### config.mk
export PLATFORM = sky130hd
export DESIGN_NAME = sie_mac
export DESIGN_NICKNAME = d
export VERILOG_FILES = /design/src/hdl/sie_pkg.sv /design/src/hdl/sie_mac.sv
export SDC_FILE = /design/constraint.sdc
export NUM_CORES = 2
export LEC_CHECK = 0
export ABC_AREA = 1
export ABC_CLOCK_PERIOD_IN_PS = 8800
export BUFFER_PORTS_ARGS = -buffer_cell sky130_fd_sc_hd__clkbuf_2
export CORE_MARGIN = 10
export CORE_UTILIZATION = 31
export DETAILED_ROUTE_END_ITERATION = 8
export HOLD_SLACK_MARGIN = 0.12
export PLACE_DENSITY = 0.43
export SYNTH_ARGS = -nofsm -noshare
export SYNTH_HDL_FRONTEND = slang
export SYNTH_SLANG_ARGS = --single-unit
### constraint.sdc
create_clock -name i_clk -period 8.8 [get_ports i_clk]
set_clock_uncertainty 0.2 [all_clocks]
set_input_delay 0.88 -clock i_clk [delete_from_list [all_inputs] [get_ports i_clk]]
set_output_delay 0.88 -clock i_clk [all_outputs]
set_load 0.01 [all_outputs]
### src/hdl/sie_pkg.sv
// shared types, constants and helpers for the snapshot extrapolator
// no dependencies
package sie_pkg;

    localparam int RING_DEPTH = 16;
    localparam int IDX_W      = $clog2(RING_DEPTH);
    localparam int CNT_W      = $clog2(RING_DEPTH + 1);
    localparam int W          = 32;
    localparam int DELAY_W    = 17;
    localparam int LIMIT_W    = 19;
    localparam int CFG_IDX_W  = 2;
    localparam int CFG_DATA_W = 19;
    localparam int FRAC_BITS  = 16;
    localparam int NUM_AXES   = 3;
    localparam int AX_W       = 2;
    localparam int MUL_A_W    = W + 1;
    localparam int MUL_B_W    = LIMIT_W + 1;
    localparam int PROD_W     = MUL_A_W + MUL_B_W;
    localparam int ITER_W     = $clog2(FRAC_BITS + 1);
    localparam int SUM_W      = PROD_W - FRAC_BITS + 1;

    localparam logic [DELAY_W-1:0] RENDER_DELAY_RESET = 17'd6554;
    localparam logic [LIMIT_W-1:0] EXTRAP_LIMIT_RESET = 19'd32768;

    localparam logic [CFG_IDX_W-1:0] CFG_RENDER_DELAY = 2'd0;
    localparam logic [CFG_IDX_W-1:0] CFG_EXTRAP_LIMIT = 2'd1;

    localparam logic CMD_PUSH  = 1'b0;
    localparam logic CMD_QUERY = 1'b1;

    typedef enum logic [1:0] {
        OC_NONE   = 2'd0,
        OC_INTERP = 2'd1,
        OC_EXTRAP = 2'd2
    } t_outcome;

    typedef struct packed {
        logic        [W-1:0] t;
        logic signed [W-1:0] px;
        logic signed [W-1:0] py;
        logic signed [W-1:0] pz;
        logic signed [W-1:0] vx;
        logic signed [W-1:0] vy;
        logic signed [W-1:0] vz;
    } t_snap;

    typedef struct packed {
        logic                      vld;
        logic [AX_W-1:0]           idx;
        logic signed [MUL_A_W-1:0] a;
        logic signed [MUL_B_W-1:0] b;
        logic signed [W-1:0]       base;
    } t_mac_req;

    typedef struct packed {
        logic                vld;
        logic [AX_W-1:0]     idx;
        logic signed [W-1:0] value;
    } t_mac_rsp;

    function automatic logic [IDX_W-1:0] idx_dec(input logic [IDX_W-1:0] i);
        return (i == '0) ? IDX_W'(RING_DEPTH - 1) : i - 1'b1;
    endfunction

    function automatic logic [IDX_W-1:0] idx_inc(input logic [IDX_W-1:0] i);
        return (i == IDX_W'(RING_DEPTH - 1)) ? '0 : i + 1'b1;
    endfunction

endpackage

### src/hdl/sie_mac.sv
// shared multiply, floor shift, add and saturate unit, two register stages
// depends on sie_pkg
module sie_mac (
    input  logic              i_clk,
    input  logic              i_rst_n,
    input  sie_pkg::t_mac_req i_req,
    output sie_pkg::t_mac_rsp o_rsp
);
    import sie_pkg::*;

    logic                     r_vld1, r_vld2;
    logic [AX_W-1:0]          r_idx1, r_idx2;
    logic signed [PROD_W-1:0] r_prod;
    logic signed [W-1:0]      r_base;
    logic signed [W-1:0]      r_value, n_value;
    logic signed [SUM_W-1:0]  sum;
    logic [SUM_W-W:0]         upper;

    assign sum   = {{(SUM_W - W){r_base[W-1]}}, r_base}
                 + {r_prod[PROD_W-1], r_prod[PROD_W-1:FRAC_BITS]};
    assign upper = sum[SUM_W-1:W-1];

    always_comb begin
        if (!sum[SUM_W-1] && (|upper)) begin
            n_value = {1'b0, {(W - 1){1'b1}}};
        end else if (sum[SUM_W-1] && !(&upper)) begin
            n_value = {1'b1, {(W - 1){1'b0}}};
        end else begin
            n_value = sum[W-1:0];
        end
    end

    always_ff @(posedge i_clk) begin
        if (!i_rst_n) begin
            r_vld1 <= 1'b0;
            r_vld2 <= 1'b0;
        end else begin
            r_vld1 <= i_req.vld;
            r_vld2 <= r_vld1;
        end
    end

    always_ff @(posedge i_clk) begin
        r_prod  <= PROD_W'(i_req.a) * PROD_W'(i_req.b);
        r_base  <= i_req.base;
        r_idx1  <= i_req.idx;
        r_idx2  <= r_idx1;
        r_value <= n_value;
    end

    assign o_rsp.vld   = r_vld2;
    assign o_rsp.idx   = r_idx2;
    assign o_rsp.value = r_value;

endmodule

* Yosys cells after proc, flatten, opt, wreduce, memory -nomap -nowiden
Cells that the tools add are included.
** Storage, ports and cells
- Bits in read-only memories :: 0
- Output and inout bits :: 35
- Memories kept :: 0
- Register bits after elaboration :: 123
- Memory bits (writable) :: 0
- Bits of input ports :: 90
- Latch bits :: 0
- Logic and storage cells :: 16
** Operators by class
- Mux-type cells :: 1
- Magnitude comparators :: 0
- Eq/ne operators :: 0
- $mul :: 1
- Reduce and logical (&&, ||, !) cells :: 6
- Add/subtract/negate cells :: 1
- Div/mod/pow operators :: 0
- Bitwise logic cells :: 0
- Shift-type cells :: 0
** Operators by type and width (number)
- multiplier 33 x 20 -> 53 bit :: 1
- adder 32 x 37 -> 38 bit :: 1
- 2-to-1 mux 32 bit :: 1
- AND reduction 7 bit :: 1
- OR reduction 7 bit :: 1
- logical AND 1 bit :: 2
- zero test 1 bit :: 2

* Longest topological paths before layout
- Word-level depth :: 5
- Gate-level depth with buffers :: 29
- Gate-level depth less buffers :: 27

* Least setup slack after synthesis
No wires, ideal clock.
- Kind :: input to register
- Start point :: input i_req[34] in the netlist's numbering
- End point :: register r_prod[51]
- Path slack :: 1568 ps
- Path buffers :: 2
- Setup time :: 112 ps
- Stages on the path :: 26
- Arrival time :: 6920 ps
- Cells stage by stage :: clkbuf_1 > clkbuf_1 > nand2_1 > inv_1 > fa_1 > inv_1 > fa_1 > inv_1 > fa_1 > inv_1 > fa_1 > inv_1 > fa_1 > fa_1 > inv_1 > fa_1 > inv_1 > ha_1 > a21oi_1 > inv_1 > a31oi_1 > o21ai_0 > a221oi_1 > nand2_1 > nand2_1 > nand2_1
** Between the ends
- Longest elaborated chain between the ends :: 1
** Ends and longest elaborated chain
- from (decl) :: RTL line sie_mac.sv:6 : input sie_pkg::t_mac_req i_req,
- multiplier 33 x 20 -> 53 bit :: RTL line sie_mac.sv:44 : r_prod <= PROD_W'(i_req.a) * PROD_W'(i_req.b);
- to (signal assigned) :: RTL line sie_mac.sv:44
- to (decl) :: RTL line sie_mac.sv:13 : logic signed [PROD_W-1:0] r_prod;
No other way between the ends.
A chain may end at the register's enable or synchronous reset.

* Worst setup path after layout
- Start point :: input i_req[84] in the netlist's numbering
- End point :: register r_prod[50]
The elaborated chain is that of the path after synthesis.

==> flow_summary.yaml <==
floorplan:
  initial_core_util_pct: 31.2
  ioPinCount: 125
  die-height_um: 329
  dieArea_mm2: 0.109
  coreArea_mm2: 0.0950
  dieWidth_um: 329
  rows: 113
critical_path:
  r2r-end: "r_value[25]"
  crit_path_end_kind: "register"
  cp_slowest_cell: "fa_1"
  critPathLaunchType: "primary input"
  r2r_cells: 18
  path_depth: 26
  critical_path_class: "primary input to register"
  timing.rr.start: "r_base[0]"
  r2r_slack_ns: 5.45
  crit_family: "adder cells"
  crit_top_cell: "inv_1"
  worstPathMaxFanout: 20
  path_buf_inv: 9
  cp.required_ns: 8.85
  arrival_ns: 7.79
  cpPeakStageDelay_ns: 0.80
run:
  max_cap_violations: 0
sta:
  timing.fmax_ghz: 0.129
  setup_viol: 0
  tightest_slew_ns: 0.925
  hold_viol: 0
  drv_slew: 0
  setup-tns-final_ns: 0
  period_share_pct: 87.9
  relSlewSlack_pct: 38.3
  rsz0062_at_grt: "false"
  layout_min_cycle_time_ns: 7.74
synthesis:
  syn_nets: 4836
  netlist_instances: 3925
  async_reset_ff_share_pct: 0
  ys_ff_latch: 107
  ys_warn_count: 0
  synthesis.area_mm2: 0.0297
  synth_seq_area_share_pct: 7.22
  synth_cell_types: 48
  synth_top_cell_area_share_pct: 44.1
  synth_edf_count: 0
  ys.flop_type: "dfxtp_1"
  syn_avg_cell_area_um2: 7.56
  ys_top_cells_by_area: "fa_1, inv_1, nand2_1"
  synth_top_area_cell: "fa_1"
clocking:
  cts_buffers: 9
  clkTransAtPathRegs_ns: 0.07
  cts_tree: "yes"
  cts.sinks: 107
  postCtsResizedCells: 0
  ctsLongestPathBuffers: 2
  cts_root_buf: "clkbuf_16"
  cts_setup_buffers: 0
  cts_hold_buf: 0
  clk_latency_ns: 0.38
  htreeDepth: 3
global_routing:
  grt_max_degree: 32
  grt_pass1_wl_mm: 147
  first_global_vias: 25133
  overflow: 0
  antenna_found_initial: 6
  grt_util_all_layers_pct: 17.2
run_status:
  outcome: "completed"
routing:
  routedWlPerCell_um: 17.4
  drt-initial-drc-count: 1248
  post-route-drc-count: 0
  antenna_left: 0
  num_vias: 22763
  first_pass_iters: 5
  wl_mm: 90.5
  avgViaCountPerCell: 4.37
finish:
  antenna_cells: 0
  register_area_mm2: 0.00214
  fin_nets: 4852
  fillers: 10330
  multi_input_area_mm2: 0.0223
  area_growth_pct: 7.18
  drive_gt1_share_pct: 5.73
placement:
  gp_congestion: 0.864
  hpwl_mm: 78.1
  port_buffers: 124
min_path:
  whs_endpoint: "r_idx2[1]"
  hp-start: "r_idx1[1]"
  min_path_type: "register to register"
  hold_depth: 0
-- metrics by stage --
stage | hold WS (ns) | area, µm² | std cells | setup WS, ns | utilization [%]
5_1_grt | 0.140 | 31800 | 5211 | 0.563 | 33.5
2_1_floorplan | 0.110 | 29700 | 3925 | 1.57 | -
3_3_place_gp | 0.111 | 31500 | 5195 | 0.623 | 33.2
6_report | 0.127 | 31800 | 5211 | 1.06 | 33.5
4_1_cts | 0.130 | 31800 | 5211 | 1.01 | 33.5
3_5_place_dp | 0.113 | 31500 | 5195 | 0.611 | 33.2
-- kinds of logic (layout without fill, tap and decap cells) --
logic type | count (synthesis) | in the layout | share of synthesized area (%)
AND/OR/NAND/NOR | 1335 | 1335 | 17.9
buffers and inverters | 1389 | 1410 | 17.7
adder cells (fa/ha/maj) | 821 | 821 | 51.2
AO/OA/AOI/OAI | 206 | 206 | 4.03
flip-flops | 107 | 107 | 7.22
XOR/XNOR | 67 | 67 | 1.98
-- area by class of cell --
type / instances / area share, %
Clock inverter: 7 / 0.264
Clock buffer: 9 / 0.708
Inverter: 1238 / 14.6
Sequential cell: 107 / 6.73
Timing Repair Buffer: 156 / 2.71
Tap cell: 1265 / 4.98
Multi-Input combinational cell: 2429 / 70.0
-- routing by layer --
metal  global-route usage, %  part of all wire, %  up-vias  wire (µm)
li1                        -                    -    10977          -
met1                    24.3                   48    11318      43600
met2                    29.3                   47      402      42900
met3                    1.35                  3.4       58       3050
met4                    2.11                 0.97        8        879
met5                       0                0.053        -         48
-- worst register-to-register path: stages, from the launching register on --
cell and delay (ns):
dfxtp_1 0.32, ha_1 0.30, inv_1 0.09, fa_1 0.40, inv_1 0.16, nand2_1 0.07
nand2_1 0.10, nand3_2 0.10, nand2_4 0.11, nand2_2 0.05, nand2_2 0.08, nand2_2 0.07
nand2_1 0.06, nand2_1 0.04, nand2_1 0.07, and2_1 0.14, nand2_2 0.07, o21ai_4 0.63
nand2_1 0.15
-- synth_stat cells (all sizes together) (26+ instances only) --
library cell     n
inv           1238
nand2         1072
fa             654
ha             167
nor2           160
clkbuf         140
dfxtp          107
a21oi           91
nand3           58
o21ai           53
xor2            41
xnor2           26
-- layout by cell type, fill, tap and decap left out, types with 12 or more instances in the layout --
master / n
a31oi_1: 18
clkbuf_2: 124
nand3_1: 55
dfxtp_1: 107
xor2_1: 41
nand4_1: 14
a21o_1: 12
o21bai_1: 14
nor2_1: 148
fa_1: 654
a21oi_1: 90
o21ai_0: 50
buf_4: 32
inv_1: 1233
xnor2_1: 26
ha_1: 167
nand2_2: 18
nand2_1: 1053
-- how the worst max path moves through the flow --
stage / start / endpoint / slack [ns]
after CTS: i_req[84] / r_prod[50] / 1.01
after global placement: i_req[84] / r_prod[50] / 0.62
final: i_req[84] / r_prod[50] / 1.06
after detailed placement: i_req[84] / r_prod[50] / 0.61
after floorplan: i_req[34] / r_prod[51] / 1.57
after global routing: i_req[84] / r_prod[50] / 0.56
-- sequential cells by signal (all words and copies together), names as in the netlist --
register	cells
r_value	32
r_idx2	2
r_base	32
r_idx1	2
r_vld2	1
r_vld1	1
r_prod	37
Power is left out: the tool's default activity adds up to more than one toggle a clock period on the data nets, which glitch-free logic cannot reach.
