File: src/hdl/sie_pkg.sv
// shared types, constants and helpers for the snapshot extrapolator
// no dependencies
package sie_pkg;

    localparam int RING_DEPTH = 16;
    localparam int IDX_W      = $clog2(RING_DEPTH);
    localparam int CNT_W      = $clog2(RING_DEPTH + 1);
    localparam int W          = 32;
    localparam int DELAY_W    = 17;
    localparam int LIMIT_W    = 19;
    localparam int CFG_IDX_W  = 2;
    localparam int CFG_DATA_W = 19;
    localparam int FRAC_BITS  = 16;
    localparam int NUM_AXES   = 3;
    localparam int AX_W       = 2;
    localparam int MUL_A_W    = W + 1;
    localparam int MUL_B_W    = LIMIT_W + 1;
    localparam int PROD_W     = MUL_A_W + MUL_B_W;
    localparam int ITER_W     = $clog2(FRAC_BITS + 1);
    localparam int SUM_W      = PROD_W - FRAC_BITS + 1;

    localparam logic [DELAY_W-1:0] RENDER_DELAY_RESET = 17'd6554;
    localparam logic [LIMIT_W-1:0] EXTRAP_LIMIT_RESET = 19'd32768;

    localparam logic [CFG_IDX_W-1:0] CFG_RENDER_DELAY = 2'd0;
    localparam logic [CFG_IDX_W-1:0] CFG_EXTRAP_LIMIT = 2'd1;

    localparam logic CMD_PUSH  = 1'b0;
    localparam logic CMD_QUERY = 1'b1;

    typedef enum logic [1:0] {
        OC_NONE   = 2'd0,
        OC_INTERP = 2'd1,
        OC_EXTRAP = 2'd2
    } t_outcome;

    typedef struct packed {
        logic        [W-1:0] t;
        logic signed [W-1:0] px;
        logic signed [W-1:0] py;
        logic signed [W-1:0] pz;
        logic signed [W-1:0] vx;
        logic signed [W-1:0] vy;
        logic signed [W-1:0] vz;
    } t_snap;

    typedef struct packed {
        logic                      vld;
        logic [AX_W-1:0]           idx;
        logic signed [MUL_A_W-1:0] a;
        logic signed [MUL_B_W-1:0] b;
        logic signed [W-1:0]       base;
    } t_mac_req;

    typedef struct packed {
        logic                vld;
        logic [AX_W-1:0]     idx;
        logic signed [W-1:0] value;
    } t_mac_rsp;

    function automatic logic [IDX_W-1:0] idx_dec(input logic [IDX_W-1:0] i);
        return (i == '0) ? IDX_W'(RING_DEPTH - 1) : i - 1'b1;
    endfunction

    function automatic logic [IDX_W-1:0] idx_inc(input logic [IDX_W-1:0] i);
        return (i == IDX_W'(RING_DEPTH - 1)) ? '0 : i + 1'b1;
    endfunction

endpackage

File: src/hdl/sie_ring.sv
// snapshot ring storage, one write port and one registered read port
// depends on sie_pkg
module sie_ring (
    input  logic                       i_clk,
    input  logic                       i_we,
    input  logic [sie_pkg::IDX_W-1:0]  i_wr_addr,
    input  sie_pkg::t_snap             i_wr_data,
    input  logic [sie_pkg::IDX_W-1:0]  i_rd_addr,
    output sie_pkg::t_snap             o_rd_data
);
    import sie_pkg::*;

    t_snap r_mem [RING_DEPTH];
    t_snap r_rd_data;

    always_ff @(posedge i_clk) begin
        if (i_we) begin
            r_mem[i_wr_addr] <= i_wr_data;
        end
    end

    always_ff @(posedge i_clk) begin
        r_rd_data <= r_mem[i_rd_addr];
    end

    assign o_rd_data = r_rd_data;

endmodule

File: config.mk
export PLATFORM = sky130hd
export DESIGN_NAME = sie_ring
export DESIGN_NICKNAME = d
export VERILOG_FILES = /design/src/hdl/sie_pkg.sv /design/src/hdl/sie_ring.sv
export SDC_FILE = /design/constraint.sdc
export NUM_CORES = 2
export LEC_CHECK = 0
export ABC_AREA = 0
export BUFFER_PORTS_ARGS = -buffer_cell sky130_fd_sc_hd__buf_4
export CELL_PAD_IN_SITES_DETAIL_PLACEMENT = 1
export CELL_PAD_IN_SITES_GLOBAL_PLACEMENT = 1
export CORE_MARGIN = 8
export CORE_UTILIZATION = 33
export CTS_CLUSTER_DIAMETER = 60
export DETAILED_ROUTE_END_ITERATION = 10
export PLACE_DENSITY = 0.5
export RECOVER_POWER = 25
export REMOVE_ABC_BUFFERS = 1
export SYNTH_ARGS = -nofsm -noshare
export SYNTH_HDL_FRONTEND = slang
export SYNTH_SLANG_ARGS = --single-unit
export TNS_END_PERCENT = 30
File: constraint.sdc
create_clock -name i_clk -period 40.8 [get_ports i_clk]
set_input_delay 12.24 -clock i_clk [delete_from_list [all_inputs] [get_ports i_clk]]
set_output_delay 12.24 -clock i_clk [all_outputs]
set_load 0.03 [all_outputs]
# Word level (Yosys, flattened, before mapping)
# Memory sizes are Yosys's and may differ from the RTL's. A register that Yosys moved wholly into a read port is not among the register bits.
# Index checks and enable logic that the tools add are counted.
[classes]
mux = 2
[ops]
columns = ["op", "n"]
rows = [
  ["$mux 1", 2],
]
[word_totals]
output_inout_bits = 224
in_bits = 234
ramBits = 3584
mem_count = 1
ff_bits = 0
wordCells = 3
[mem_list]
columns = ["name", "words", "word_bits", "read_ports", "rd_clocked_by_memory_dff", "wr", "line_no", "source"]
rows = [
  ["r_mem", 16, 224, 1, 1, 1, "sie_ring.sv:13", "t_snap r_mem [RING_DEPTH];"],
]

# Longest topological paths before layout
[depth]
depth_word = 2
ltp_mapped = 8
depth_no_buf = 3

# Worst setup path after synthesis
# No wires, ideal clock.
[synth_path]
path_type = "input port to flip-flop"
from = "input i_wr_addr[2] (netlist bit)"
to = "memory r_mem[0][0] (netlist bit) (enable)"
slack_ns = 11.885
setup_ns = 1.086
arrival_ns = 27.828
path_stages = 2
n_path_buf = 0
t_required_ns = 39.714
path_cell_list = "or3b_2 nor3_1"
[synth_lines]
columns = ["item", "line_no", "source"]
rows = [
  ["from (decl)", "sie_ring.sv:6", "input logic [sie_pkg::IDX_W-1:0] i_wr_addr,"],
  ["to (decl)", "sie_ring.sv:13", ""],
]
# No word-level cell before the write port.

==> flow_results.xml <==
<?xml version="1.0" encoding="UTF-8"?>
<metrics>
  <group name="global_routing">
    <metric name="grt_pass1_wl" unit="mm">546</metric>
    <metric name="globalRouteTotalUtil" unit="%">17.1</metric>
    <metric name="maximum_number_of_pins_on_one_net_before_global_route_repair" unit="">114</metric>
    <metric name="number_of_global_route_vias_before_repair" unit="">70789</metric>
    <metric name="antenna_violations_before_repair" unit="">104</metric>
    <metric name="overflow" unit="">0</metric>
  </group>
  <group name="timing">
    <metric name="setup_viol_count_final" unit="">0</metric>
    <metric name="period_needed" unit="ps">15870</metric>
    <metric name="maximum_clock_skew_at_final_layout" unit="ps">33.6</metric>
    <metric name="timing.fmax" unit="MHz">63.0</metric>
    <metric name="grt_setup_unrepaired" unit="">false</metric>
    <metric name="finalHoldViolCount" unit="">0</metric>
    <metric name="worst_slew_pin_slew" unit="ps">1170</metric>
    <metric name="worst_slew_margin_rel" unit="%">22.3</metric>
    <metric name="timing.final.max_slew_violations" unit="">0</metric>
    <metric name="total_negative_slack_for_setup_checks" unit="ps">0</metric>
    <metric name="finalCritPeriodShare" unit="%">38.9</metric>
  </group>
  <group name="placement">
    <metric name="detailed_place.area" unit="µm²">149000</metric>
    <metric name="dp_hpwl" unit="mm">200</metric>
    <metric name="globalplace.congestion" unit="">0.696</metric>
    <metric name="placement.io_buffers" unit="">457</metric>
    <metric name="post-place-cells" unit="">11672</metric>
  </group>
  <group name="synthesis">
    <metric name="synth_area_per_cell" unit="µm²">23.8</metric>
    <metric name="synth.yosys.seq_area_share" unit="%">80.6</metric>
    <metric name="synth-main-ff-cell" unit="">edfxtp_1</metric>
    <metric name="number_of_different_library_cells_in_the_post_synthesis_netlist" unit="">26</metric>
    <metric name="synth_area" unit="µm²">139000</metric>
    <metric name="synth_seq_cells" unit="">3808</metric>
    <metric name="synth_edf_count" unit="">3584</metric>
    <metric name="postSynth.asyncResetShare" unit="%">0</metric>
    <metric name="ys_warn_count" unit="">0</metric>
    <metric name="syn-instance-count" unit="">5853</metric>
  </group>
  <group name="routing">
    <metric name="detail_route.vias_per_cell" unit="">5.15</metric>
    <metric name="routed_wirelength" unit="mm">388</metric>
    <metric name="antenna_violating_nets_post_route" unit="">0</metric>
    <metric name="routedWlPerCell" unit="µm">31.1</metric>
    <metric name="remaining_drc_errors" unit="">0</metric>
    <metric name="detailedRoute.firstPassIterationCount" unit="">5</metric>
    <metric name="via_count" unit="">64261</metric>
    <metric name="number_of_drc_markers_in_iteration_0" unit="">4747</metric>
  </group>
  <group name="clock_network">
    <metric name="clock_path_buffers" unit="">4</metric>
    <metric name="cts_root_buf" unit="">clkbuf_16</metric>
    <metric name="number_of_buffers_inserted_during_clock_tree_synthesis" unit="">428</metric>
    <metric name="clock_slew_at_the_register_clock_pins_of_the_worst_setup_and_hold_paths" unit="ps">60</metric>
    <metric name="tritoncts" unit="">yes</metric>
    <metric name="clock_sinks" unit="">3808</metric>
    <metric name="cts_hold_bufs" unit="">0</metric>
    <metric name="insertion_delay" unit="ps">960</metric>
    <metric name="post_cts.resized_instances" unit="">0</metric>
    <metric name="cts_setup_buffers" unit="">0</metric>
    <metric name="htree_num_levels" unit="">5</metric>
  </group>
  <group name="pwr">
    <metric name="peakVddDrop" unit="mV">0.0353</metric>
    <metric name="cellLeakagePower" unit="nW">51.5</metric>
    <metric name="pwr-share-clk" unit="%">44.2</metric>
    <metric name="power.share.sequential" unit="%">50.6</metric>
    <metric name="switchingPower" unit="mW">1.91</metric>
    <metric name="switching_share_of_total_power" unit="%">21.9</metric>
    <metric name="internal_power" unit="mW">6.81</metric>
    <metric name="combinationalPowerShare" unit="%">5.2</metric>
    <metric name="fin_total_pwr" unit="mW">8.72</metric>
    <metric name="powerDensity" unit="nW/µm²">53.5</metric>
  </group>
  <group name="setup_path">
    <metric name="path_type_of_the_worst_setup_path" unit="">in -&gt; reg</metric>
    <metric name="worstSetupStartpointType" unit="">primary input</metric>
    <metric name="cp_data_arrival_time" unit="ps">16710</metric>
    <metric name="crit_path_end_kind" unit="">flop</metric>
    <metric name="maximum_fanout_along_the_worst_path" unit="">51</metric>
    <metric name="worstPathRequired" unit="ps">41640</metric>
  </group>
  <group name="worst_hold_path">
    <metric name="worst_hold_path_type" unit="">reg -&gt; reg</metric>
  </group>
  <group name="floorplan">
    <metric name="chipWidth" unit="µm">665</metric>
    <metric name="ioPinCount" unit="">458</metric>
    <metric name="chipHeight" unit="µm">665</metric>
    <metric name="row_count" unit="">238</metric>
    <metric name="start_util" unit="%">33.1</metric>
    <metric name="floorplan.die_area" unit="µm²">442000</metric>
    <metric name="design.core.area" unit="µm²">420000</metric>
  </group>
  <group name="layout">
    <metric name="layout-drive-gt1-share" unit="%">29.6</metric>
    <metric name="fin_cells" unit="">12488</metric>
    <metric name="fin_nets" unit="">6816</metric>
    <metric name="stdcell_area" unit="µm²">163000</metric>
    <metric name="areaGrowthSynthToFinish" unit="%">17.2</metric>
    <metric name="postLayoutCoreUtil" unit="%">38.8</metric>
  </group>
  <group name="run">
    <metric name="cap_viol_max_count" unit="">0</metric>
  </group>
  <group name="run_status">
    <metric name="status" unit="">complete, no violations</metric>
  </group>
</metrics>
[through the flow]
stage	hold WS, ps	setup WS [ps]
2_1_floorplan	635	11890
3_3_place_gp	652	23830
3_5_place_dp	657	23820
4_1_cts	646	24900
5_1_grt	681	24580
6_report	646	24930
[final cells by class]
class                   count  area [µm²]
fillers                 39406      257000
clock buffers             573       11800
clock inverters           227        2390
repair buffers            611        4220
multi-input cells        1733       25500
well taps                5520        6910
flip-flops and latches   3808      112000
diodes                     16        40.0
[registers in the layout, summed over array words and instances (netlist names)]
register   cells
o_rd_data    224
r_mem       3584
[worst max-delay path, stage by stage]
cell     delay (ps)
buf_8           420
buf_4           720
buf_4           730
buf_4           660
buf_4           750
mux4_2          600
a22oi_1         220
o21ai_0         120
[placed cells by master (no fill, tap or decap), types with 2 or more instances in the layout]
cell	synthesis	routed
bufinv_16	0	37
nand3b_1	2	2
edfxtp_1	3584	3584
inv_6	0	13
o221ai_1	39	39
clkinv_1	0	58
buf_4	81	416
clkinv_16	0	4
nand2b_1	28	27
and2_1	3	2
a22oi_1	376	376
clkbuf_16	0	436
clkinv_8	0	2
clkinv_2	0	77
mux2i_1	42	42
clkinvlp_4	0	17
nor2_4	0	15
mux2_2	117	117
dfxtp_1	224	224
nor2b_2	0	2
buf_12	0	19
nor3_2	0	4
diode_2	0	16
clkbuf_1	118	273
o22a_1	9	9
mux4_2	833	833
clkinv_4	0	4
a221oi_1	24	24
nor2b_4	0	4
inv_8	0	6
nand2_1	163	163
o21ai_0	30	30
buf_8	0	2
clkbuf_8	0	36
inv_16	0	9
nor2b_1	45	39
[worst paths after layout]
check / startpoint / to / slack, ps / cells after the start
worst min-delay path: r_mem[12][131]$_DFFE_PP_ / o_rd_data[131]$_DFF_P_ / 650 / 3
worst min register to register: r_mem[12][131]$_DFFE_PP_ / o_rd_data[131]$_DFF_P_ / 650 / 3
worst max-delay path: i_rd_addr[1] / o_rd_data[21]$_DFF_P_ / 24930 / 8
worst max register to register: r_mem[7][151]$_DFFE_PP_ / o_rd_data[151]$_DFF_P_ / 39240 / 3
[cells in the mapped netlist, types with 2 or more instances]
library cell	instances	area, µm²
mux2_2	117	1320
dfxtp_1	224	4480
and2_1	3	18.8
nand2b_1	28	175
nor2_1	14	52.6
mux2i_1	42	420
buf_6	10	113
o221ai_1	39	342
o21ai_0	30	150
buf_2	75	375
buf_1	28	105
a22oi_1	376	2820
mux4_2	833	18800
o22a_1	9	78.8
clkbuf_1	118	443
nor2b_1	45	282
a221oi_1	24	210
nand2_1	163	612
buf_4	81	608
nor3_1	4	20.0
edfxtp_1	3584	108000
nand3b_1	2	15.0
[cells by family (layout without fill, tap and decap cells)]
kind of cell    after synthesis  after routing  synth area share [%]
flops                      3808           3808                  80.6
mux                         992            992                  14.7
compound gates              478            478                  2.59
buf+inv                     312           1411                  1.18
simple gates                263            263                 0.864
other cells                   0             16                     0
[per-layer routing]
layer  part of all wire, %  wire, µm  vias up  track usage [%]
met2                    52    201000     1415             30.6
met1                    42    163000    35696             22.1
met3                   4.1     16100      580             2.68
li1                      -         -    26536                -
met5                 0.055       212        -                0
met4                   1.9      7410       34             3.28
[power groups by stage]
| stage | clock [mW] | combinational, mW | sequential, mW |
|---|---|---|---|
| 4_1_cts | 3.96 | 0.476 | 4.42 |
| 3_5_place_dp | 0 | 0.475 | 4.50 |
| 2_1_floorplan | 0 | 0.170 | 4.54 |
| 5_1_grt | 4.10 | 0.487 | 4.42 |
| 6_report | 3.85 | 0.453 | 4.42 |
| 3_3_place_gp | 0 | 0.468 | 4.50 |
No activity file was read; power rests on OpenSTA's default activity.
