`config.mk`:
```
export PLATFORM = sky130hd
export DESIGN_NAME = sie_div
export DESIGN_NICKNAME = d
export VERILOG_FILES = /design/src/hdl/sie_pkg.sv /design/src/hdl/sie_div.sv
export SDC_FILE = /design/constraint.sdc
export NUM_CORES = 1
export LEC_CHECK = 0
export ABC_CLOCK_PERIOD_IN_PS = 7000
export BUFFER_PORTS_ARGS = -buffer_cell sky130_fd_sc_hd__buf_2
export CELL_PAD_IN_SITES_DETAIL_PLACEMENT = 1
export CELL_PAD_IN_SITES_GLOBAL_PLACEMENT = 1
export CORE_MARGIN = 10
export CORE_UTILIZATION = 49
export DETAILED_ROUTE_END_ITERATION = 7
export PLACE_DENSITY_LB_ADDON = 0.08
export RECOVER_POWER = 50
export SYNTH_ARGS = -nofsm -noshare
export SYNTH_HDL_FRONTEND = slang
export SYNTH_SLANG_ARGS = --single-unit
```
`constraint.sdc`:
```
create_clock -name i_clk -period 7 [get_ports i_clk]
set_input_delay 1.4 -clock i_clk [delete_from_list [all_inputs] [get_ports i_clk]]
set_output_delay 1.4 -clock i_clk [all_outputs]
set_load 0.02 [all_outputs]
```
`src/hdl/sie_pkg.sv`:
```
// shared types, constants and helpers for the snapshot extrapolator
// no dependencies
package sie_pkg;

    localparam int RING_DEPTH = 16;
    localparam int IDX_W      = $clog2(RING_DEPTH);
    localparam int CNT_W      = $clog2(RING_DEPTH + 1);
    localparam int W          = 32;
    localparam int DELAY_W    = 17;
    localparam int LIMIT_W    = 19;
    localparam int CFG_IDX_W  = 2;
    localparam int CFG_DATA_W = 19;
    localparam int FRAC_BITS  = 16;
    localparam int NUM_AXES   = 3;
    localparam int AX_W       = 2;
    localparam int MUL_A_W    = W + 1;
    localparam int MUL_B_W    = LIMIT_W + 1;
    localparam int PROD_W     = MUL_A_W + MUL_B_W;
    localparam int ITER_W     = $clog2(FRAC_BITS + 1);
    localparam int SUM_W      = PROD_W - FRAC_BITS + 1;

    localparam logic [DELAY_W-1:0] RENDER_DELAY_RESET = 17'd6554;
    localparam logic [LIMIT_W-1:0] EXTRAP_LIMIT_RESET = 19'd32768;

    localparam logic [CFG_IDX_W-1:0] CFG_RENDER_DELAY = 2'd0;
    localparam logic [CFG_IDX_W-1:0] CFG_EXTRAP_LIMIT = 2'd1;

    localparam logic CMD_PUSH  = 1'b0;
    localparam logic CMD_QUERY = 1'b1;

    typedef enum logic [1:0] {
        OC_NONE   = 2'd0,
        OC_INTERP = 2'd1,
        OC_EXTRAP = 2'd2
    } t_outcome;

    typedef struct packed {
        logic        [W-1:0] t;
        logic signed [W-1:0] px;
        logic signed [W-1:0] py;
        logic signed [W-1:0] pz;
        logic signed [W-1:0] vx;
        logic signed [W-1:0] vy;
        logic signed [W-1:0] vz;
    } t_snap;

    typedef struct packed {
        logic                      vld;
        logic [AX_W-1:0]           idx;
        logic signed [MUL_A_W-1:0] a;
        logic signed [MUL_B_W-1:0] b;
        logic signed [W-1:0]       base;
    } t_mac_req;

    typedef struct packed {
        logic                vld;
        logic [AX_W-1:0]     idx;
        logic signed [W-1:0] value;
    } t_mac_rsp;

    function automatic logic [IDX_W-1:0] idx_dec(input logic [IDX_W-1:0] i);
        return (i == '0) ? IDX_W'(RING_DEPTH - 1) : i - 1'b1;
    endfunction

    function automatic logic [IDX_W-1:0] idx_inc(input logic [IDX_W-1:0] i);
        return (i == IDX_W'(RING_DEPTH - 1)) ? '0 : i + 1'b1;
    endfunction

endpackage

```
`src/hdl/sie_div.sv`:
```
// restoring divider producing the q0.16 interpolation fraction, one bit per cycle
// depends on sie_pkg
module sie_div (
    input  logic                          i_clk,
    input  logic                          i_rst_n,
    input  logic                          i_start,
    input  logic [sie_pkg::W-1:0]         i_num,
    input  logic [sie_pkg::W-1:0]         i_den,
    output logic                          o_done,
    output logic [sie_pkg::FRAC_BITS-1:0] o_quo
);
    import sie_pkg::*;

    logic                 r_busy, n_busy;
    logic                 r_done, n_done;
    logic [ITER_W-1:0]    r_cnt, n_cnt;
    logic [W-1:0]         r_rem, n_rem;
    logic [W-1:0]         r_den, n_den;
    logic [FRAC_BITS-1:0] r_quo, n_quo;
    logic [W:0]           shifted;
    logic [W:0]           diff;
    logic                 ge;

    assign shifted = {r_rem, 1'b0};
    assign ge      = shifted >= {1'b0, r_den};
    assign diff    = shifted - {1'b0, r_den};

    always_comb begin
        n_busy = r_busy;
        n_done = 1'b0;
        n_cnt  = r_cnt;
        n_rem  = r_rem;
        n_den  = r_den;
        n_quo  = r_quo;
        if (i_start) begin
            n_busy = 1'b1;
            n_cnt  = '0;
            n_rem  = i_num;
            n_den  = i_den;
            n_quo  = '0;
        end else if (r_busy) begin
            n_rem = ge ? diff[W-1:0] : shifted[W-1:0];
            n_quo = {r_quo[FRAC_BITS-2:0], ge};
            n_cnt = r_cnt + 1'b1;
            if (r_cnt == ITER_W'(FRAC_BITS - 1)) begin
                n_busy = 1'b0;
                n_done = 1'b1;
            end
        end
    end

    always_ff @(posedge i_clk) begin
        if (!i_rst_n) begin
            r_busy <= 1'b0;
            r_done <= 1'b0;
            r_cnt  <= '0;
        end else begin
            r_busy <= n_busy;
            r_done <= n_done;
            r_cnt  <= n_cnt;
        end
    end

    always_ff @(posedge i_clk) begin
        r_rem <= n_rem;
        r_den <= n_den;
        r_quo <= n_quo;
    end

    assign o_done = r_done;
    assign o_quo  = r_quo;

endmodule

```
# After elaboration in Yosys (flattened, before gate mapping)
# Cells that the tools add are included.
# op_classes
addsub,2
n_lt_le_gt_ge,1
n_eq_ne,1
n_mux,7
bitwise_logic,2
reduce_logical,3
# ops
operator,n
two-way mux 32 bit,3
>= comparator 33 x 32 -> 1 bit,1
subtractor 32 bit,1
adder 5 x 1 -> 5 bit (second input constant),1
equality test 5 x 4 -> 1 bit (second input constant),1
two-way mux 1 bit,4
OR reduction 3 bit,1
NOT 1 bit,2
nonzero test 2 bit,1
OR reduction 2 bit,1
# word_totals
ff_bits,87
word_cells,22

# Logic depth before layout (Yosys ltp)
# Gate-level depths: netlist (run 1).
# depth
ltp_word,4
mapped_depth,13

# Worst setup path before layout (run 1)
# No wires, ideal clock.
# synth_path
kind,reg-to-reg
startpoint,register r_rem[26]
endpoint,"register r_rem[10], data pin"
setup_ns,0.260
t_arrival_ns,2.685
required_ns,6.740
slack_ns,4.055
stages_incl_launch_ff,11
n_path_buf,2
path_cell_list,edfxtp_1 -> ha_1 -> clkbuf_1 -> nand3_1 -> or3_1 -> a211oi_2 -> o211ai_2 -> o21bai_4 -> buf_6 -> mux2_4 -> mux2_2
# synth_via
elab_chain_len,4
# synth_rtl
item,line_no,rtl
start: declaration,sie_div.sv:17,"logic [W-1:0] r_rem, n_rem;"
start signal: assignment,sie_div.sv:65,r_rem <= n_rem;
>= comparator 33 x 32 -> 1 bit,sie_div.sv:25,"assign ge = shifted >= {1'b0, r_den};"
two-way mux 32 bit,sie_div.sv:42,n_rem = ge ? diff[W-1:0] : shifted[W-1:0];
two-way mux 32 bit,sie_div.sv:41,end else if (r_busy) begin
two-way mux 32 bit,sie_div.sv:35,if (i_start) begin
net n_rem[10],sie_div.sv:17,
# The timed path passes the listed nets, and every way through them passes these cells. The select of a mux whose other input is x is not followed.
# A chain may end at the register's enable or synchronous reset.

# Worst setup path in the final report (run 1)
# layout_path
startpoint,input port i_start
endpoint,"register r_rem[26], data pin"
# layout_via
elab_chain_len,1
# layout_rtl
item,line_no,rtl
start: declaration,sie_div.sv:6,"input logic i_start,"
two-way mux 32 bit,sie_div.sv:35,
net n_rem[26],sie_div.sv:17,
# The timed path passes the listed nets, and every way through them passes these cells.

==> results of run 1 <==
## cell usage after synthesis (5+ instances only)
library cell | number | area share (%)
mux2_2 | 28 | 5.7
clkbuf_1 | 12 | 0.82
nor2_1 | 45 | 3.1
ha_1 | 34 | 7.7
nand3_1 | 5 | 0.45
inv_1 | 43 | 2.9
nor3_1 | 5 | 0.45
edfxtp_1 | 64 | 35
xnor2_1 | 19 | 3.0
xor2_1 | 10 | 1.6
o21a_1 | 6 | 0.82
a21oi_1 | 30 | 2.7
a21o_1 | 11 | 1.5
nor2b_1 | 7 | 0.80
mux2_4 | 17 | 4.6
nand4_1 | 9 | 1.0
o21ai_0 | 21 | 1.9
mux2i_1 | 21 | 3.8
nand2_1 | 34 | 2.3
dfxtp_1 | 23 | 8.4
## routing by layer
layer	wire, µm	global-route usage, %	vias up
met5	7	0	-
li1	-	-	2029
met4	216	4.82	2
met2	6350	29.6	73
met1	5930	19.4	1952
met3	705	6.33	19
## registers in the layout, summed over array words and instances, names as in the netlist
register / count
r_den: 32
r_rem: 32
o_quo: 16
r_cnt: 5
o_done: 1
r_busy: 1
## cell families after synthesis
kind of cell               after synthesis
AOI/OAI and AO/OA                      110
xor gates and xnor gates                29
adders and majority gates               35
buffers and inverters                   63
DFF                                     87
muxes                                   67
and+or+nand+nor                        126
## worst paths after layout
check | from | endpoint | cells past startpoint
worst max-delay path | i_start | r_rem[26]$_DFFE_PP_ | 4
worst min-delay path | r_cnt[4]$_SDFFE_PP0P_ | r_cnt[4]$_SDFFE_PP0P_ | 2
worst max register to register | r_rem[11]$_DFFE_PP_ | r_rem[5]$_DFFE_PP_ | 10
worst min register to register | r_cnt[4]$_SDFFE_PP0P_ | r_cnt[4]$_SDFFE_PP0P_ | 2
## worst register-to-register path, cell delays in order, from the launching register on
cell,delay [ps]
edfxtp_1,410
ha_1,440
nand4_1,190
o21ba_1,310
a21oi_4,90
a211oi_2,290
o211ai_2,150
o21bai_4,310
buf_4,480
mux2_2,390
mux2_2,270
## through the flow
step	cell area, µm²	power, mW	hold slack (ps)
after global placement	6020	1.87	466
after floorplan	5500	1.67	456
final	6280	2.38	487
after CTS	6310	2.40	490
after detailed placement	6020	1.91	481
after global routing	6280	2.56	516
## area by class of cell
class	count	share of cell area, %
clock buffers	11	4.02
clock inverters	5	0.597
inverters	43	2.57
multi-input cells	367	45.5
flip-flops and latches	87	37.9
well taps	140	2.79
repair buffers	86	6.59
## power groups by stage
stage	Combinational [mW]	Clock (mW)	Sequential, mW
after CTS	1.19	0.487	0.724
after global placement	1.14	0	0.728
after floorplan	0.954	0	0.716
after detailed placement	1.18	0	0.734
final	1.18	0.475	0.723
after global routing	1.32	0.509	0.734
==> metrics.yaml, run 1 <==
synth_compound_area_share_pct: 14.2
pwr-share-seq_pct: 30.3
cts_buffers: 9
multiInputGateArea_um2: 2860
viasPerCell: 5.51
crit_fanout: 49
pre_cts_ws_ps: 3430
finalWorstSetupSlack_ps: 2730
setup_violations: 0
cts.path.max_buffers: 2
syn_inst: 517
routedWlPerCell_um: 17.9
arrival_ps: 4380
worstPathCellList: "clkbuf_1, buf_4, nor4b_1, a211o_1"
grt_usage_pct: 17.1
gp_congestion: 0.810
max_freq_mhz: 234
fin_crit_ps: 4270
fin_cells: 739
num_rows: 38
initial_utilization_pct: 50.3
post-dp-hpwl_um: 9840
synthMuxAreaShare_pct: 14.4
cap_violations: 1
drt-total-wl_um: 13200
power_switching_share_pct: 36.3
antenna_cells: 0
path_buf_inv: 2
worstMarginPinSlew_ps: 2680
synth-main-ff-cell: "edfxtp_1"
timing_hold_violations_final: 0
cts_tree: "yes"
fp.dieH_um: 126
cp_slowest_stage_delay_ps: 1870
nets: 696
nFillCells: 1246
synth.avg_cell_area_um2: 10.6
slowest_stage: "clkbuf_1"
gr-total-overflow: 0
setup-tns-final_ps: 0
place_inst: 723
violations: "capacitance limit, slew limit"
outcome: "complete, but fails checks"
clkPwrFrac_pct: 19.9
seqCellArea_um2: 2380
portBuffers: 83
synth_cell_types: 62
synth-edff-count: 64
ctsHoldBuffers: 0
internal-power_mw: 1.52
clkSlewWorstSetupHoldPaths_ps: 70
drive_gt1_share_pct: 23.7
power_density_nw_per_um2: 379
synthArstFlopShare_pct: 0
synth_xor_area_share_pct: 4.62
synth_simple_gate_area_share_pct: 10.7
core_um2: 10900
vias: 4075
antenna_left: 0
fin_crit_sh_pct: 60.9
clkSinkCount: 87
rsz0062_at_grt: "no"
layout_common_cells: "buf_2 (64), edfxtp_1 (64), nor2_1 (45)"
grt_max_degree: 50
antenna_found_initial: 1
start_kind: "input port"
slew_headroom_pct: -78.5
comb_power_share_pct: 49.7
clk_latency_ps: 360
p_leak_nw: 2.75
grt_pass1_vias: 4519
first_pass_iters: 4
min_path_type: "reg -> reg"
synth_adder_area_share_pct: 8.10
cts_root_buffer: "clkbuf_16"
die_x_um: 126
netlist_area_um2: 5500
h-tree-depth: 3
drtIter0Drc: 171
synth_top_family_by_area: "multiplexers"
ioPinCount: 84
syn_to_final_growth_pct: 14.3
rrSetupSlack_ps: 3430
synth_seq_cells: 87
utilization_pct: 57.5
power.switching_mw: 0.865
fin_skew_ps: 6.70
synth-seq-area-share_pct: 43.3
post-cts-setup-buffers: 0
end_kind: "flip-flop"
cp.required_ps: 7110
drc: 0
irDropWorstVdd_uv: 217
worstSetupPathType: "in -> reg"
slew_violations: 50
die_area_um2: 15900
grt_pass1_wl_um: 22500
ys_warn_count: 0
ctsResizeCount: 0
cp_top_family: "buffers and inverters"
synth_nets: 619
No activity file was read; power rests on OpenSTA's default activity.
==> inputs of run 2 (changes only) <==
Settings changed: ABC_CLOCK_PERIOD_IN_PS 7000 to 4300, CORE_UTILIZATION 49 to 45.
Clock period 7 ns to 4.3 ns, I/O delays scaled along.
==> metrics.yaml, run 2 (synthesis results as in run 1) <==
timing_hold_violations_final: 0
fin_crit_ps: 3600
ctsHoldBuffers: 0
crit_fanout: 48
viasPerCell: 5.51
worstMarginPinSlew_ps: 2290
die_x_um: 131
slew_headroom_pct: -52.4
first_pass_iters: 4
die_area_um2: 17000
max_freq_mhz: 278
portBuffers: 83
end_kind: "flip-flop"
hold_depth: 2
start_kind: "input port"
power_switching_share_pct: 36.5
seqCellArea_um2: 2380
syn_to_final_growth_pct: 14.4
gr-total-overflow: 0
clk_latency_ps: 350
grt_pass1_vias: 4483
antenna_found_initial: 1
routedWlPerCell_um: 17.8
drt-total-wl_um: 13300
fin_crit_sh_pct: 83.8
core_um2: 12000
comb_power_share_pct: 49.9
layout_commonest_cell: "buf_2"
initial_utilization_pct: 45.8
rsz0062_at_grt: "no"
post-cts-setup-buffers: 0
power_density_nw_per_um2: 613
fin_cells: 747
cts_tree: "yes"
place_inst: 730
internal-power_mw: 2.45
cap_violations: 1
ctsResizeCount: 0
worstSetupPathType: "in -> reg"
fp.dieH_um: 131
grt_usage_pct: 16.1
drc: 0
drtIter0Drc: 131
p_leak_nw: 2.74
layout_common_cells: "buf_2 (65), edfxtp_1 (64), nor2_1 (45)"
antenna_left: 0
clkSinkCount: 87
cts_buffers: 9
fin_skew_ps: 10.3
power.switching_mw: 1.41
vias: 4113
timing.hold.worst.start: "o_quo[15]$_SDFFE_PP0P_"
violations: "capacitance limit, slew limit"
setup-tns-final_ps: 0
gp_congestion: 0.845
cp.required_ps: 4400
cts.path.max_buffers: 2
num_rows: 40
clkSlewWorstSetupHoldPaths_ps: 70
nFillCells: 1332
irDropWorstVdd_uv: 345
ioPinCount: 84
rr_worst_depth: 11
min_path_type: "reg -> reg"
setup_violations: 0
drive_gt1_share_pct: 23.5
grt_max_degree: 49
arrival_ps: 3700
slew_violations: 49
multiInputGateArea_um2: 2860
cts_root_buffer: "clkbuf_16"
outcome: "complete, but fails checks"
post-dp-hpwl_um: 10100
grt_pass1_wl_um: 21900
nets: 696
utilization_pct: 52.4
clkPwrFrac_pct: 19.5
pwr-share-seq_pct: 30.6
h-tree-depth: 3
crit_start: "i_start"
r2r_start: "r_rem[5]$_DFFE_PP_"
## run 2: worst max-delay path, stage by stage
cell and delay [ps]:
clkbuf_1 1590, buf_4 700, nor2b_1 170, a221o_1 360
## run 2: metrics by stage
step                power, mW  cell area [µm²]  setup WS [ps]  hold slack (ps)
floorplan                2.72             5500           1360              456
global placement         3.06             6040            849              471
detailed placement       3.12             6040            701              496
CTS                      3.90             6320            684              514
global route             4.14             6290            389              559
finish                   3.86             6290            697              508
## run 2: worst paths after layout
check	slack (ps)	to
hold reg to reg	510	o_quo[15]$_SDFFE_PP0P_
setup reg to reg	710	r_rem[15]$_DFFE_PP_
hold / removal	510	o_quo[15]$_SDFFE_PP0P_
setup / recovery	700	r_rem[30]$_DFFE_PP_
## run 2: power by group through the flow
| stage | Combinational (mW) | Clock, mW | Sequential [mW] |
|---|---|---|---|
| after floorplan | 1.55 | 0 | 1.17 |
| after global placement | 1.88 | 0 | 1.19 |
| after detailed placement | 1.93 | 0 | 1.19 |
| after CTS | 1.94 | 0.772 | 1.18 |
| after global routing | 2.13 | 0.803 | 1.20 |
| final | 1.93 | 0.751 | 1.18 |
## run 2: layer usage
layer	vias up	GRT usage [%]	routed length (µm)
li1	2024	-	-
met1	2004	19.0	5890
met2	69	27.1	6390
met3	14	6.00	836
met4	2	4.32	142
met5	-	0	14
## run 2: area by class of cell
class	instances	area share [%]
multi-input cells	367	45.5
flip-flops and latches	87	37.9
repair buffers	86	6.80
clock buffers	11	3.70
well taps	147	2.92
inverters	43	2.56
clock inverters	5	0.656
diodes	1	0.0398
